--- config.mk ---
export PLATFORM = sky130hd
export DESIGN_NAME = vbc_back
export DESIGN_NICKNAME = d
export VERILOG_FILES = /design/src/rtl/vbc_pkg.sv /design/src/rtl/vbc_back.sv
export SDC_FILE = /design/constraint.sdc
export NUM_CORES = 1
export LEC_CHECK = 0
export ABC_CLOCK_PERIOD_IN_PS = 5200
export BUFFER_PORTS_ARGS = -buffer_cell sky130_fd_sc_hd__clkbuf_2
export CAP_MARGIN = 20
export CORE_AREA = 2 2 127 129
export CTS_BUF_LIST = sky130_fd_sc_hd__clkbuf_8
export CTS_CLUSTER_SIZE = 14
export DETAILED_ROUTE_END_ITERATION = 6
export DIE_AREA = 0 0 129 131
export PLACE_DENSITY = 0.8
export SETUP_SLACK_MARGIN = 0.1
export SYNTH_ARGS = -nofsm -noshare
export SYNTH_HDL_FRONTEND = slang
export SYNTH_SLANG_ARGS = --single-unit
--- constraint.sdc ---
create_clock -name clock -period 5.2 [get_ports clock]
set_input_delay 1.3 -clock clock [delete_from_list [all_inputs] [get_ports clock]]
set_output_delay 1.3 -clock clock [all_outputs]
set_load 0.05 [all_outputs]
--- src/rtl/vbc_pkg.sv ---
package vbc_pkg;

   // Largest volume that the counters and the occupancy store are sized for.
   localparam int MAX_WIDTH  = 256;
   localparam int MAX_HEIGHT = 256;
   localparam int MAX_DEPTH  = 1024;

   // Position counter widths.
   localparam int COL_W   = (MAX_WIDTH > 1) ? $clog2(MAX_WIDTH) : 1;
   localparam int ROW_W   = (MAX_HEIGHT > 1) ? $clog2(MAX_HEIGHT) : 1;
   localparam int SLICE_W = (MAX_DEPTH > 1) ? $clog2(MAX_DEPTH) : 1;

   // Widths of the clamped dimensions, which can hold the maximum itself.
   localparam int DIMX_W = $clog2(MAX_WIDTH + 1);
   localparam int DIMY_W = $clog2(MAX_HEIGHT + 1);
   localparam int DIMZ_W = $clog2(MAX_DEPTH + 1);

   // Voxels per slice and the backlog between the input and output positions.
   localparam int PLANE_MAX = MAX_WIDTH * MAX_HEIGHT;
   localparam int PLANE_W   = $clog2(PLANE_MAX + 1);
   localparam int PEND_W    = $clog2(PLANE_MAX + 3);

   // The occupancy store is addressed by the running voxel count modulo a
   // power of two. It spans two slices plus room for the jobs still in flight.
   localparam int HIST_SLACK = 64;
   localparam int HIST_AW    = $clog2(2 * PLANE_MAX + HIST_SLACK);
   localparam int HIST_DEPTH = 2 ** HIST_AW;

   // Job queue between the front and the back.
   localparam int QUEUE_AW    = 2;
   localparam int QUEUE_DEPTH = 2 ** QUEUE_AW;

   // Field widths of the channels and the register port.
   localparam int SAMPLE_W    = 16;
   localparam int LABEL_W     = 16;
   localparam int POS_X_W     = 8;
   localparam int POS_Y_W     = 8;
   localparam int POS_Z_W     = 10;
   localparam int REQ_TDATA_W = 16;
   localparam int RSP_FIELD_W = LABEL_W + POS_X_W + POS_Y_W + POS_Z_W;
   localparam int RSP_TDATA_W = ((RSP_FIELD_W + 7) / 8) * 8;
   localparam int RSP_PAD_W   = RSP_TDATA_W - RSP_FIELD_W;
   localparam int CSR_INDEX_W = 3;
   localparam int CSR_DATA_W  = 16;
   localparam int CFG_WIDTH_W  = 9;
   localparam int CFG_HEIGHT_W = 9;
   localparam int CFG_DEPTH_W  = 11;

   // Register indexes.
   localparam logic [CSR_INDEX_W-1:0] CSR_VOLUME_WIDTH   = CSR_INDEX_W'(0);
   localparam logic [CSR_INDEX_W-1:0] CSR_VOLUME_HEIGHT  = CSR_INDEX_W'(1);
   localparam logic [CSR_INDEX_W-1:0] CSR_VOLUME_DEPTH   = CSR_INDEX_W'(2);
   localparam logic [CSR_INDEX_W-1:0] CSR_PLANAR_MODE    = CSR_INDEX_W'(3);
   localparam logic [CSR_INDEX_W-1:0] CSR_BOUNDARY_LABEL = CSR_INDEX_W'(4);
   localparam logic [CSR_INDEX_W-1:0] CSR_INTERIOR_LABEL = CSR_INDEX_W'(5);

   // Item kinds on the request channel.
   localparam logic KIND_SAMPLE = 1'b0;
   localparam logic KIND_FLUSH  = 1'b1;

   // Reset values of the registers.
   localparam int RESET_WIDTH  = (256 > MAX_WIDTH) ? MAX_WIDTH : 256;
   localparam int RESET_HEIGHT = (256 > MAX_HEIGHT) ? MAX_HEIGHT : 256;
   localparam int RESET_DEPTH  = (1024 > MAX_DEPTH) ? MAX_DEPTH : 1024;
   localparam logic signed [LABEL_W-1:0] RESET_BOUNDARY_LABEL = LABEL_W'(200);
   localparam logic signed [LABEL_W-1:0] RESET_INTERIOR_LABEL = LABEL_W'(100);

   // Neighbour counts of a fully surrounded voxel.
   localparam int NBR_CNT_W = 3;
   localparam logic [NBR_CNT_W-1:0] NEIGHBOURS_3D = NBR_CNT_W'(6);
   localparam logic [NBR_CNT_W-1:0] NEIGHBOURS_2D = NBR_CNT_W'(4);

   // Settings as the datapath sees them.
   typedef struct packed {
      logic [COL_W-1:0]          col_last;
      logic [ROW_W-1:0]          row_last;
      logic [SLICE_W-1:0]        slice_last;
      logic [PLANE_W-1:0]        row_len;
      logic [PLANE_W-1:0]        plane;
      logic                      planar;
      logic signed [LABEL_W-1:0] boundary_label;
      logic signed [LABEL_W-1:0] interior_label;
   } cfg_type;

   // One result to produce: its position, its store address and the end mark.
   typedef struct packed {
      logic [COL_W-1:0]   col;
      logic [ROW_W-1:0]   row;
      logic [SLICE_W-1:0] slice;
      logic [HIST_AW-1:0] addr;
      logic               last;
   } job_type;

   // Write into the occupancy store.
   typedef struct packed {
      logic               en;
      logic [HIST_AW-1:0] addr;
      logic               data;
   } hist_wr_type;

   // Neighbour reads from the occupancy store.
   typedef struct packed {
      logic               en;
      logic [HIST_AW-1:0] addr_prev_slice;
      logic [HIST_AW-1:0] addr_next_slice;
      logic [HIST_AW-1:0] addr_prev_row;
      logic [HIST_AW-1:0] addr_next_row;
      logic [HIST_AW-1:0] addr_self;
      logic [HIST_AW-1:0] addr_next_col;
   } hist_rd_type;

   // Registered occupancy bits returned by those reads.
   typedef struct packed {
      logic prev_slice;
      logic next_slice;
      logic prev_row;
      logic next_row;
      logic self;
      logic next_col;
   } hist_data_type;

endpackage

--- src/rtl/vbc_back.sv ---
// Back end: fetches the neighbours of each released voxel, counts the
// foreground ones and presents the label on the result channel.
module vbc_back (
   input  logic                                clock,
   input  logic                                reset,
   input  vbc_pkg::cfg_type                    cfg,
   input  logic                                q_empty,
   input  vbc_pkg::job_type                    q_head,
   output logic                                q_pop,
   output vbc_pkg::hist_rd_type                hist_rd,
   input  vbc_pkg::hist_data_type              hist_data,
   output logic                                rsp_tvalid,
   input  logic                                rsp_tready,
   output logic signed [vbc_pkg::LABEL_W-1:0]  rsp_label,
   output logic [vbc_pkg::POS_X_W-1:0]         rsp_pos_x,
   output logic [vbc_pkg::POS_Y_W-1:0]         rsp_pos_y,
   output logic [vbc_pkg::POS_Z_W-1:0]         rsp_pos_z,
   output logic                                rsp_is_boundary,
   output logic                                rsp_last
);

   logic                               s1_valid_ff, s1_valid_in;
   vbc_pkg::job_type                   job_ff;
   logic                               prev_occ_ff;
   logic                               rsp_valid_ff, rsp_valid_in;
   logic signed [vbc_pkg::LABEL_W-1:0] label_ff;
   logic [vbc_pkg::POS_X_W-1:0]        pos_x_ff;
   logic [vbc_pkg::POS_Y_W-1:0]        pos_y_ff;
   logic [vbc_pkg::POS_Z_W-1:0]        pos_z_ff;
   logic                               boundary_ff;
   logic                               last_ff;

   logic                               out_free;
   logic                               s1_free;
   logic                               s1_move;
   logic [vbc_pkg::HIST_AW-1:0]        plane_off;
   logic [vbc_pkg::HIST_AW-1:0]        row_off;
   logic [vbc_pkg::NBR_CNT_W-1:0]      cnt;
   logic [vbc_pkg::NBR_CNT_W-1:0]      cnt_full;
   logic signed [vbc_pkg::LABEL_W-1:0] label;
   logic                               boundary;

   // Stall chain: output register, label stage, then the queue head.
   assign out_free = !rsp_valid_ff || rsp_tready;
   assign s1_free  = !s1_valid_ff || out_free;
   assign s1_move  = s1_valid_ff && out_free;
   assign q_pop    = !q_empty && s1_free;

   // Neighbour addresses of the job at the queue head.
   assign plane_off               = vbc_pkg::HIST_AW'(cfg.plane);
   assign row_off                 = vbc_pkg::HIST_AW'(cfg.row_len);
   assign hist_rd.en              = q_pop;
   assign hist_rd.addr_prev_slice = q_head.addr - plane_off;
   assign hist_rd.addr_next_slice = q_head.addr + plane_off;
   assign hist_rd.addr_prev_row   = q_head.addr - row_off;
   assign hist_rd.addr_next_row   = q_head.addr + row_off;
   assign hist_rd.addr_self       = q_head.addr;
   assign hist_rd.addr_next_col   = q_head.addr + vbc_pkg::HIST_AW'(1);

   // Count foreground neighbours inside the volume. The left neighbour is the
   // previous voxel, whose occupancy is kept from its own pass.
   always_comb begin
      cnt = '0;
      if (!cfg.planar) begin
         if (job_ff.slice != '0) begin
            cnt = cnt + vbc_pkg::NBR_CNT_W'(hist_data.prev_slice);
         end
         if (job_ff.slice != cfg.slice_last) begin
            cnt = cnt + vbc_pkg::NBR_CNT_W'(hist_data.next_slice);
         end
      end
      if (job_ff.row != '0) begin
         cnt = cnt + vbc_pkg::NBR_CNT_W'(hist_data.prev_row);
      end
      if (job_ff.row != cfg.row_last) begin
         cnt = cnt + vbc_pkg::NBR_CNT_W'(hist_data.next_row);
      end
      if (job_ff.col != '0) begin
         cnt = cnt + vbc_pkg::NBR_CNT_W'(prev_occ_ff);
      end
      if (job_ff.col != cfg.col_last) begin
         cnt = cnt + vbc_pkg::NBR_CNT_W'(hist_data.next_col);
      end
   end

   assign cnt_full = cfg.planar ? vbc_pkg::NEIGHBOURS_2D : vbc_pkg::NEIGHBOURS_3D;

   // Label choice; background voxels take the interior label.
   always_comb begin
      label    = cfg.interior_label;
      boundary = 1'b0;
      if (hist_data.self) begin
         if (cnt == '0) begin
            label = '0;
         end else if (cnt != cnt_full) begin
            label    = cfg.boundary_label;
            boundary = 1'b1;
         end
      end
   end

   // Valid bits of the label stage and the output register.
   always_comb begin
      if (q_pop) begin
         s1_valid_in = 1'b1;
      end else if (s1_move) begin
         s1_valid_in = 1'b0;
      end else begin
         s1_valid_in = s1_valid_ff;
      end
      if (out_free) begin
         rsp_valid_in = s1_valid_ff;
      end else begin
         rsp_valid_in = rsp_valid_ff;
      end
   end

   always_ff @(posedge clock) begin
      if (reset) begin
         s1_valid_ff  <= 1'b0;
         rsp_valid_ff <= 1'b0;
      end else begin
         s1_valid_ff  <= s1_valid_in;
         rsp_valid_ff <= rsp_valid_in;
      end
   end

   // Payload of the label stage and the output register.
   always_ff @(posedge clock) begin
      if (q_pop) begin
         job_ff <= q_head;
      end
      if (s1_move) begin
         prev_occ_ff <= hist_data.self;
         label_ff    <= label;
         pos_x_ff    <= vbc_pkg::POS_X_W'(job_ff.col);
         pos_y_ff    <= vbc_pkg::POS_Y_W'(job_ff.row);
         pos_z_ff    <= vbc_pkg::POS_Z_W'(job_ff.slice);
         boundary_ff <= boundary;
         last_ff     <= job_ff.last;
      end
   end

   assign rsp_tvalid      = rsp_valid_ff;
   assign rsp_label       = label_ff;
   assign rsp_pos_x       = pos_x_ff;
   assign rsp_pos_y       = pos_y_ff;
   assign rsp_pos_z       = pos_z_ff;
   assign rsp_is_boundary = boundary_ff;
   assign rsp_last        = last_ff;

endmodule

**Yosys cells after proc, flatten, opt, wreduce, memory -nomap -nowiden**

Cells that the tools add are included.

- Add/sub/neg operators: 10
- Equal/unequal tests: 4
- Muxes and demuxes: 15
- Bitwise gates (word level): 1
- Reduce and logical (&&, ||, !) cells: 13

Operator list:

| cell | count |
|---|---|
| $mux W16 | 3 |
| $add A18 B17 Y18 | 2 |
| $sub A18 B17 Y18 | 2 |
| $mux W3 | 7 |
| $add A18 B1 Y18 const B | 1 |
| $ne A8 B8 Y1 | 2 |
| $reduce_bool A8 Y1 | 2 |
| $add A3 B1 Y3 | 5 |
| $ne A10 B10 Y1 | 1 |
| $reduce_bool A10 Y1 | 1 |
| $mux W1 | 4 |
| $logic_not A1 Y1 | 3 |
| $logic_not A3 Y1 | 1 |
| $ne A3 B3 Y1 | 1 |
| $logic_and A1 B1 Y1 | 2 |
| $logic_or A1 B1 Y1 | 2 |
| $mux W2 | 1 |
| $reduce_bool A2 Y1 | 1 |
| $reduce_or A2 Y1 | 1 |
| $not A1 Y1 | 1 |

- Flip-flop bits (word level): 74
- Bits of input ports: 148
- Output and inout port bits: 155

**Longest topological paths before layout**

Gate-level depths: netlist of the first run.

- Depth in word-level cells: 18
- Mapped depth: 23
- Gate-level depth less buffers: 22

**Worst setup path after synthesis of the first run**

Ideal clock, no wire load.

- Path kind: input to register
- From: input cfg[68] in the netlist's numbering
- To: register label_ff (netlist bit rsp_label[10]), data pin
- Setup time: 0.256 ns
- Arrival: 5.261 ns
- Slack: -0.317 ns
- Stages: 23
- Cells stage by stage: xnor2_1 -> nand4_1 -> nor3_1 -> mux2i_1 -> nor2_1 -> ha_1 -> nand2_1 -> nand2_1 -> ha_1 -> ha_1 -> o21ba_2 -> a31oi_1 -> ha_1 -> nand2_1 -> a21boi_1 -> inv_1 -> ha_1 -> xnor2_1 -> o21ai_0 -> nor3_1 -> a31oi_4 -> buf_6 -> a22o_1

- Cells in the longest elaborated chain, start to end: 15

Ends and longest elaborated chain:

| what | RTL line | RTL |
|---|---|---|
| start: declaration | vbc_back.sv:6 | `input vbc_pkg::cfg_type cfg,` |
| $ne A10 B10 Y1 (*) | vbc_back.sv:68 | `if (job_ff.slice != cfg.slice_last) begin` |
| $mux W3 (*) | vbc_back.sv:68 |  |
| $mux W3 (*) | vbc_back.sv:64 | `if (!cfg.planar) begin` |
| $add A3 B1 Y3 | vbc_back.sv:73 | `cnt = cnt + vbc_pkg::NBR_CNT_W'(hist_data.prev_row);` |
| $mux W3 (*) | vbc_back.sv:72 | `if (job_ff.row != '0) begin` |
| $add A3 B1 Y3 | vbc_back.sv:76 | `cnt = cnt + vbc_pkg::NBR_CNT_W'(hist_data.next_row);` |
| $mux W3 (*) | vbc_back.sv:75 | `if (job_ff.row != cfg.row_last) begin` |
| $add A3 B1 Y3 | vbc_back.sv:79 | `cnt = cnt + vbc_pkg::NBR_CNT_W'(prev_occ_ff);` |
| $mux W3 (*) | vbc_back.sv:78 | `if (job_ff.col != '0) begin` |
| $add A3 B1 Y3 | vbc_back.sv:82 | `cnt = cnt + vbc_pkg::NBR_CNT_W'(hist_data.next_col);` |
| $mux W3 (*) | vbc_back.sv:81 | `if (job_ff.col != cfg.col_last) begin` |
| $ne A3 B3 Y1 | vbc_back.sv:95 | `end else if (cnt != cnt_full) begin` |
| $mux W16 | vbc_back.sv:95 |  |
| $mux W16 (*) | vbc_back.sv:93 | `if (cnt == '0) begin` |
| $mux W16 (*) | vbc_back.sv:92 | `if (hist_data.self) begin` |
| named net label, one bit | vbc_back.sv:40 | `logic signed [vbc_pkg::LABEL_W-1:0] label;` |
| end signal: assignment | vbc_back.sv:135 | `label_ff <= label;` |
| end: declaration | vbc_back.sv:26 | `logic signed [vbc_pkg::LABEL_W-1:0] label_ff;` |

The timed path passes the listed nets; every way through them passes the cells marked *.
A chain may end at the register's enable or synchronous reset.

**Final worst setup path of the first run**

- From: input cfg[75] in the netlist's numbering
- To: register label_ff (netlist bit rsp_label[12]), data pin

Same word-level chain as after synthesis.

==> results of run 1 <==
registers in the layout, summed over array words and instances (netlist names):
signal	flops
job_ff	27
rsp_label	16
rsp_pos_z	10
rsp_pos_x	8
rsp_pos_y	8
prev_occ_ff	1
rsp_is_boundary	1
rsp_last	1
rsp_tvalid	1
s1_valid_ff	1
timing repair:
| item | 4_1_cts | 5_1_grt |
|---|---|---|
| gates cloned | 0 | 2 |
| endpoints found under the setup margin | 29 | 30 |
| pin swaps | 6 | 27 |
| resized for setup | 15 | 77 |
| buffers inserted | 1 | 7 |
report_power, final:
| part | switching [uW] | total (uW) | internal [uW] |
|---|---|---|---|
| Sequential | 21.4 | 726 | 704 |
| Combinational | 1050 | 1580 | 536 |
| Clock | 221 | 447 | 225 |
routing by layer:
layer,up-vias,track usage [%]
li1,3259,-
met1,3108,23.5
met2,274,43.3
met3,43,5.74
met4,0,9.91
met5,-,0
synthesized netlist by cell type (all sizes together) (5+ instances only):
master / count / area share (%)
xor2: 25 / 3.2
and3: 9 / 0.82
nor2: 62 / 3.4
ha: 78 / 14
a31oi: 6 / 0.77
buf: 24 / 2.7
a211oi: 10 / 1.1
or4: 5 / 0.71
a21oi: 54 / 3.9
or3: 7 / 0.64
xnor2: 82 / 11
o21a: 8 / 0.88
nor2b: 13 / 1.2
nand2b: 14 / 1.3
nor4: 7 / 0.64
edfxtp: 72 / 32
nand3: 13 / 0.95
nand2: 30 / 1.6
nand4: 9 / 0.82
nor3: 25 / 1.9
clkbuf: 16 / 0.88
or2: 5 / 0.49
o21ai: 23 / 1.7
o31ai: 6 / 0.66
inv: 79 / 4.3
a22o: 16 / 2.1
cell families (layout without fill, tap and decap cells):
family          after synthesis  count (layout)
xor+xnor                    107             107
compound gates              151             151
simple gates                206             206
flops                        74              74
mux                           4               4
buf+inv                     120             459
fa+ha+maj                    82              82
other cells                   0               2
stage by stage:
stage               util (%)  setup TNS (ps)  power, uW  setup WS [ps]  area [sq um]
finish                  62.4               0       2760           42.0          9730
global route            62.4           -1960       2890           -148          9730
CTS                     59.7               0       2680           72.8          9310
detailed placement      58.0           -7240       2220           -445          9040
global placement        58.0           -3430       2200           -218          9040
floorplan                  -               0       1830           26.4          7060
critical path, cell delays in order:
cell	delay [ps]
buf_6	100
xnor2_2	120
nand4_1	150
nor3_2	310
mux2i_1	230
nor2_1	70
ha_2	280
nand2_2	80
nand2_2	60
ha_4	270
nor2_2	30
a31oi_1	210
ha_1	290
o22ai_2	190
a41oi_2	70
ha_2	250
ha_4	160
nor2b_4	120
mux2i_1	170
xor2_1	130
a221oi_4	420
clkbuf_16	240
a22o_1	120
cell type report:
cell class	count	area (sq um)	share of cell area, %
antenna	2	5.00	0.0515
sequential	74	2200	22.6
inverter	79	297	3.05
timing repair buffer	364	2130	21.9
multi-input combinational	550	4620	47.5
clock inverter	7	77.6	0.798
tap	216	270	2.78
clock buffer	9	124	1.27
final timing paths:
kind,endpoint,slack [ps],cells after the start
min reg2reg,rsp_last$_DFFE_PP_,440,0
max,rsp_label[12]$_DFFE_PP_,40,23
max reg2reg,rsp_label[12]$_DFFE_PP_,320,22
min,rsp_last$_DFFE_PP_,440,0
==> metrics, run 1 <==
Final ANT Viol Nets=0; Buffers on Ports=302; Cell Count, Final, Fillers Out=1301; Core Box Area=15600 sq um; Reg clk slew, reported paths=80 ps; vias=approximately 6700; largest family of logic cells by synthesized area=adder cells; metal3 WL=1700 um; vias in the first global route=6505; Die H=between 100 and 150 um; Ys Warns=0; die width=129 um; Final HPWL DP=16900 um; Metal-1 WL=7580 um; fin crit share=99.2%; Die Area=16900 sq um; XOR/XNOR Fraction of Synth Area=13.8%; most common cell after layout, fill and taps aside=clkbuf_2; critical path type=in -> reg; headroom to the max-slew limit=55.6%; wire per inst=16.2 um; clk sinks=74; share of layout cells above drive strength 1=44.0%; Mapped Nets=974; vias per cell=5.14; Final nets=1308; Initial DRC Count=281; insertion delay to the later sink of the worst-skew pair=350 ps; CP Data Required Time=5420 ps; final wirelength=between 20000 and 25000 um; final count of negative-setup-slack endpoints=0; Least-Margin Pin Slew=between 600 and 700 ps; gr ovfl total=0; portion of netlist area occupied by mux cells=less than 1%; max-slew violation count=0; DR top layer=met4; Cells after Synth=744; Synth Area in Compound Gates=between 10 and 15%; Hold Path Origin=job_ff[0]$_DFFE_PP_; clock root buffer=clkbuf_8; total CTS buffers=9; first-pass GRT wire length=slightly above 30000 um; pin count of the biggest net entering global routing=46; clock skew=10.3 ps; worst setup path start=cfg[75]; Yosys cell types=58; gr usage total=22.7%; row cnt=46; final hold slack=444 ps; Primary FF master, synth=edfxtp_1; # hold bufs at CTS=0; Max VDD drop=around 0.17 mV; final hold vios=0; CTS tree=yes; Reg-to-Reg Start=job_ff[20]$_DFFE_PP_; Yosys reg bits=74; wire length on met2=11100 um; outcome=complete, no violations; Fillers=1283; pwr dens=283 nW/um^2; Post-synth ARST share=0%; number of max-cap violations=0; Arr. time, crit path=5370 ps; post-synthesis adder-cell area fraction=around 15%; syn avg cell area=9.22 sq um; initial antenna violation count=2; EDFF count, synth=72; FMAX=0.194 GHz; drt first pass iters=5; H-Tree Depth=3; worst min path class=reg -> reg; DRC viols=0; Critical Path Source Type=primary input; most frequent cells in the layout=clkbuf_2, inv_1, edfxtp_1, ha_1, xnor2_1; Simple-Gate Fraction of Synth Area=about 15%; number of top-level pins=just over 300; placed cells=around 1300; Area Growth Syn to Fin=41.8%; gpl congestion=0.874; Final min period=5160 ps; Initial Util=a little over two fifths; clock tree buffer depth=2; LEAKAGE=0.00456 uW; RSZ-0062 raised after global routing=yes; Crit. End Element=flop; Mapped Area=6860 sq um; sequential share of the synthesized area=32.1%; CP max FO=8
No activity file was read; power rests on OpenSTA's default activity.
==> run 2: changes to the inputs <==
--- a/config.mk
+++ b/config.mk
@@ -8,12 +8,11 @@
 export ABC_CLOCK_PERIOD_IN_PS = 5200
 export BUFFER_PORTS_ARGS = -buffer_cell sky130_fd_sc_hd__clkbuf_2
 export CAP_MARGIN = 20
-export CORE_AREA = 2 2 127 129
-export CTS_BUF_LIST = sky130_fd_sc_hd__clkbuf_8
+export CORE_AREA = 2 2 128 130
 export CTS_CLUSTER_SIZE = 14
 export DETAILED_ROUTE_END_ITERATION = 6
-export DIE_AREA = 0 0 129 131
-export PLACE_DENSITY = 0.8
+export DIE_AREA = 0 0 130 132
+export PLACE_DENSITY = 0.79
 export SETUP_SLACK_MARGIN = 0.1
 export SYNTH_ARGS = -nofsm -noshare
 export SYNTH_HDL_FRONTEND = slang
==> run 2 against run 1 <==
Against the previous run:
- final cell count is 0.77% higher
- critical path depth stayed put
- global-route usage is 0.95 points higher
- clock-buffer cell count stayed put
- worst hold slack worse by 20 ps
- maximum frequency is 0.81% higher
- non-clock buffer count is 11 higher
- combinational power is 3% higher
- routed wire length is 5.9% higher
- die area is 1.5% higher
- register-to-register slack better by 110 ps
- critical path type unchanged
- critical endpoint is now rsp_label[1]$_DFFE_PP_
- largest cell class unchanged
==> metrics, run 2 (synthesis results as in run 1) <==
Die Area=17200 sq um (+1.5%); pin count of the biggest net entering global routing=35 (-24%); Reg clk slew, reported paths=60 ps (-20 ps); Worst Slack Setup Final=83.3 ps (+41.2 ps); Die H=132 um (+0.76%); Max VDD drop=0.185 mV (+5.8%); outcome=complete, no violations; clock root buffer=clkbuf_16; pre-CTS setup slack=-432 ps (+12.9 ps); vias per cell=5.24 (+2.1%); gr usage total=23.6% (+0.95 points); CTS tree=yes; clock tree buffer depth=2 (unchanged); share of layout cells above drive strength 1=45.3% (+1.4 points); gpl congestion=0.887 (+1.5%); Final nets=1319 (+0.84%); critical path type=in -> reg; Final HPWL DP=17000 um (+1.0%); Initial Util=43.7% (-0.32 points); number of max-cap violations=0 (unchanged); vias in the first global route=6795 (+4.5%); Buffers on Ports=302 (unchanged); final wirelength=22300 um (+5.9%); H-Tree Depth=3 (unchanged); Final ANT Viol Nets=0 (unchanged); Final min period=5120 ps (-41.2 ps); LEAKAGE=0.00467 uW (+2.4%); Fillers=1214 (-5.4%); CP max FO=5 (-3); worst min path class=reg -> reg; Arr. time, crit path=5200 ps (-170 ps); clk sinks=74 (unchanged); DRC viols=0 (unchanged); placed cells=1278 (+0.39%); Crit. End Element=flop; final hold vios=0 (unchanged); headroom to the max-slew limit=58.8% (+3.2 points); fin crit share=98.4% (-0.79 points); most frequent cells in the layout=clkbuf_2, inv_1, edfxtp_1, xnor2_1, buf_4; total CTS buffers=9 (unchanged); Least-Margin Pin Slew=616 ps (-39.0 ps); # hold bufs at CTS=0 (unchanged); Critical Path Source Type=primary input; RSZ-0062 raised after global routing=yes; Largest register FFs=27 (unchanged); drt first pass iters=5 (unchanged); initial antenna violation count=1 (-1); max-slew violation count=0 (unchanged); Cell Count, Final, Fillers Out=1311 (+0.77%); row cnt=46 (unchanged); largest register by flop count=job_ff; area of the multi-input gates=4720 sq um (+2.0%); first-pass GRT wire length=32500 um (+7.2%); Storage cell area=2200 sq um (unchanged); CP Data Required Time=5290 ps (-130 ps); Core Box Area=15700 sq um (+0.74%); vias=6876 (+2.9%); most common cell after layout, fill and taps aside=clkbuf_2; die width=130 um (+0.78%); gr ovfl total=0 (unchanged); number of top-level pins=303 (unchanged); wire per inst=17.0 um (+5.1%); pwr dens=301 nW/um^2 (+6.0%); FMAX=0.195 GHz (+0.81%); final count of negative-setup-slack endpoints=0 (unchanged); clock skew=6.88 ps (-3.40 ps); insertion delay to the later sink of the worst-skew pair=330 ps (-20 ps); Initial DRC Count=353 (+26%); Area Growth Syn to Fin=46.6%
==> run 2: metal layers <==
layer,wire (um),vias to the layer above,global-route usage [%]
met1,8010,3215,24.9
met5,0,-,0
met3,1710,68,4.79
li1,-,3279,-
met2,11600,314,44.5
met4,904,0,10.3
==> run 2: worst paths after layout <==
kind,startpoint,slack [ps],cells past startpoint,endpoint
worst max-delay path,cfg[68],80,23,rsp_label[1]$_DFFE_PP_
worst min-delay path,job_ff[0]$_DFFE_PP_,420,0,rsp_last$_DFFE_PP_
worst max register to register,job_ff[19]$_DFFE_PP_,430,22,rsp_label[1]$_DFFE_PP_
worst min register to register,job_ff[0]$_DFFE_PP_,420,0,rsp_last$_DFFE_PP_
==> run 2: power breakdown <==
| part | internal (uW) | switching [uW] | total, uW |
|---|---|---|---|
| clock network | 425 | 246 | 671 |
| registers | 705 | 19.7 | 725 |
| logic | 552 | 1070 | 1630 |
==> run 2: metrics by stage <==
step           power, uW  hold slack, ps  cell area (sq um)  utilization (%)  setup TNS, ps
6_report            3020             424              10100             64.0              0
5_1_grt             3150             435              10100             64.0          -2310
4_1_cts             2960             429               9710             61.8              0
3_5_place_dp        2230             416               9120             58.0          -7620
3_3_place_gp        2210             405               9100             57.9          -3790
2_1_floorplan       1830             400               7060                -              0
==> run 2: final cells by class <==
class,count,share of cell area (%)
Multi-Input combinational cell,550,46.9
Clock buffer,9,2.24
Inverter,79,2.97
Tap cell,216,2.69
Timing Repair Buffer,375,22.3
Clock inverter,7,1.01
Sequential cell,74,21.9
Antenna cell,1,0.0249
==> run 2: timing repair <==
action / 4_1_cts / 5_1_grt
gates resized for setup: 48 / 68
gates cloned: 1 / 0
pin swaps: 33 / 44
endpoints found under the setup margin: 31 / 32
setup buffers: 7 / 8
==> run 2: critical path, cell delays in order <==
cell and delay [ps]:
clkbuf_2 110, xnor2_2 130, nand4_1 190, nor3_2 250, mux2i_1 200, nor2_1 70
ha_2 280, nand2_2 90, nand2_2 70, ha_4 270, nor2_2 50, a31oi_2 270
ha_4 250, o22ai_2 150, a41oi_2 70, ha_2 250, ha_4 170, nor2b_4 120
mux2i_1 170, xor2_1 270, a221oi_4 130, buf_6 150, a22o_2 210
==> run 3: changes to the inputs <==
--- a/config.mk
+++ b/config.mk
@@ -12,8 +12,9 @@
 export CTS_CLUSTER_SIZE = 14
 export DETAILED_ROUTE_END_ITERATION = 6
 export DIE_AREA = 0 0 130 132
-export PLACE_DENSITY = 0.79
+export PLACE_DENSITY = 0.75
 export SETUP_SLACK_MARGIN = 0.1
+export SLEW_MARGIN = 20
 export SYNTH_ARGS = -nofsm -noshare
 export SYNTH_HDL_FRONTEND = slang
 export SYNTH_SLANG_ARGS = --single-unit
==> run 3 against run 2 <==
Against the previous run:
- clock power shrank 3.4%
- die area stayed put
- non-clock buffer count shrank 14
- utilization decreased by 0.98 points
- critical path type unchanged
==> metrics, run 3 (synthesis results as in run 1) <==
Area Growth Syn to Fin=44.3%; Buffers on Ports=302 (unchanged); Arr. time, crit path=5360 ps (+160 ps); share of layout cells above drive strength 1=44.7% (-0.66 points); gr usage total=23.1% (-0.54 points); Initial DRC Count=339 (-4.0%); critical path cell sequence=buf_6, xnor2_2, nand4_1, nor3_2, mux2i_1, nor2_1, ha_2, nand2_2, nand2_2, ha_4, nor2_1, a31oi_1, ha_1, o22ai_2, a41oi_2, ha_2, ha_4, buf_4, xor2_1, a221oi_4, clkbuf_16, a22o_1; fin crit share=99.4% (+1.0 points); hold endpoint=rsp_last$_DFFE_PP_; Initial Util=43.7% (unchanged); final hold vios=0 (unchanged); pin count of the biggest net entering global routing=32 (-8.6%); Final HPWL DP=16700 um (-1.7%); number of top-level pins=303 (unchanged); LEAKAGE=0.00458 uW (-1.8%); max-slew violation count=0 (unchanged); Critical Path Source Type=primary input; RSZ-0062 raised after global routing=yes; DRC viols=0 (unchanged); Final min period=5170 ps (+53.2 ps); Final ANT Viol Nets=0 (unchanged); initial antenna violation count=0 (-1); Core Box Area=15700 sq um (unchanged); most common cell after layout, fill and taps aside=clkbuf_2; clock tree buffer depth=2 (unchanged); final wirelength=21700 um (-2.6%); Least-Margin Pin Slew=1020 ps (+406 ps); combinational power share=54.1% (+0.3 points); r2r setup slk=280 ps (-150 ps); most frequent cells in the layout=clkbuf_2, inv_1, edfxtp_1, xnor2_1, ha_1; Reg-to-Reg Start=job_ff[20]$_DFFE_PP_; worst r2r path cells=21 (-4.5%); Crit path buffers/inverters=3 (+1); CTS tree=yes; number of max-cap violations=0 (unchanged); antenna cells=0 (-1); die width=130 um (unchanged); Clk pwr share=21.7% (-0.5 points); largest register by flop count=job_ff; CP delay by family, top=adder cells; gr ovfl total=0 (unchanged); FMAX=0.193 GHz (-1.0%); Reg clk slew, reported paths=60 ps (about the same); drt first pass iters=5 (unchanged); Die Area=17200 sq um (unchanged); NetSw=1320 uW (-1.6%); placed cells=1264 (-1.1%); final count of negative-setup-slack endpoints=0 (unchanged); wire per inst=16.7 um (-1.5%); Crit-path slowest cell=a221oi_4; vias in the first global route=6444 (-5.2%); Worst Slack Setup Final=30.1 ps (-53.2 ps); headroom to the max-slew limit=31.7% (-27 points); setup_tns=0 ps (unchanged); CP max FO=8 (+3); pre-CTS setup slack=-464 ps (-31.9 ps); pwr dens=302 nW/um^2 (+0.62%); Cell Count, Final, Fillers Out=1297 (-1.1%); Fillers=1284 (+5.8%); worst hold path stage count=0 (unchanged); worst min path class=reg -> reg; Largest stage delay, worst path=400 ps (+120 ps); critical path type=in -> reg; insertion delay to the later sink of the worst-skew pair=330 ps (about the same); total CTS buffers=9 (unchanged); gpl congestion=0.916 (+3.3%); outcome=complete, no violations; H-Tree Depth=3 (unchanged); Die H=132 um (unchanged); Int Pwr=1680 uW (-0.36%); worst r2r dst=rsp_label[5]$_DFFE_PP_; vias=6734 (-2.1%); vias per cell=5.19 (-1.0%); first-pass GRT wire length=31600 um (-2.8%); final hold slack=432 ps (+8.61 ps); Crit. End Element=flop; sequential power share=24.3% (+0.3 points); Max VDD drop=0.170 mV (-8.2%); clock root buffer=clkbuf_16; clk sinks=74 (unchanged); Sw Ratio=44.0% (-0.32 points); Largest register FFs=27 (unchanged); CP Data Required Time=5390 ps (+100 ps); clock skew=7.21 ps (+0.335 ps); row cnt=46 (unchanged); Final nets=1306 (-0.99%); Hold Path Origin=job_ff[0]$_DFFE_PP_
[run 3: changes by cell type in the layout (fill, tap and decap cells not counted), moves of 3 or more]
cell	before	now
o21ai_1	7	3
buf_4	68	58
ha_4	11	8
o21ai_2	1	4
nor3_1	16	20
xnor2_2	10	13
nor3_2	9	4
ha_2	3	6
o31ai_1	1	4
[run 3: worst max-delay path by stage]
stage | startpoint | end | cells past startpoint
floorplan | cfg[76] | rsp_label[10]$_DFFE_PP_ | 23
global placement | cfg[71] | rsp_label[1]$_DFFE_PP_ | 23
detailed placement | cfg[69] | rsp_label[3]$_DFFE_PP_ | 23
CTS | q_head[1] | hist_rd[104] | 13
global route | cfg[69] | rsp_label[5]$_DFFE_PP_ | 23
finish | cfg[69] | rsp_label[5]$_DFFE_PP_ | 22
[run 3: metrics by stage]
| stage | util [%] | instance area (sq um) | total power (uW) |
|---|---|---|---|
| after floorplan | - | 7060 | 1830 |
| after global placement | 57.4 | 9020 | 2210 |
| after detailed placement | 57.4 | 9020 | 2230 |
| after CTS | 60.9 | 9570 | 2940 |
| after global routing | 63.0 | 9900 | 3130 |
| final | 63.0 | 9900 | 2990 |
[run 3: power by group through the flow]
stage | Combinational [uW] | Clock (uW) | Sequential (uW)
floorplan | 1010 | 0 | 811
global placement | 1470 | 0 | 738
detailed placement | 1490 | 0 | 740
CTS | 1550 | 663 | 727
global route | 1710 | 685 | 731
finish | 1620 | 648 | 727
[run 3: area by class of cell]
cell class	instances	area, sq um	area share (%)
repair buffers	361	2120	21.4
well taps	216	270	2.73
clock inverters	6	90.1	0.910
clock buffers	10	229	2.31
flip-flops and latches	74	2200	22.2
inverters	79	300	3.03
multi-input cells	551	4690	47.4
[run 3: worst reg2reg max path: stages, from the launching register on]
cell	delay, ps
edfxtp_1	460
nor4_1	460
a31oi_1	240
ha_1	350
mux2i_1	200
nor2_1	70
ha_2	330
nand2_2	50
nand2_2	80
ha_4	210
nor2_1	100
a31oi_1	60
ha_1	330
o22ai_2	70
a41oi_2	240
ha_2	250
ha_4	220
buf_4	130
xor2_1	170
a221oi_4	400
clkbuf_16	230
a22o_1	130
[run 3: timing repair]
item | in CTS | in global routing
hold buffers | 0 | 0
gates cloned | 1 | 1
buffers inserted | 7 | 8
setup endpoints to repair | 29 | 31
endpoints found under the hold margin | 0 | 0
pin swaps | 23 | 44
gates resized for setup | 35 | 66
[run 3: layer usage]
metal	vias to the layer above	GRT usage (%)	routed length [um]	share of wire, %
li1	3262	-	-	-
met3	43	5.68	1870	8.6
met2	293	43.3	11300	52
met1	3136	24.7	7880	36
met5	-	0	0	0
met4	0	8.30	616	2.8
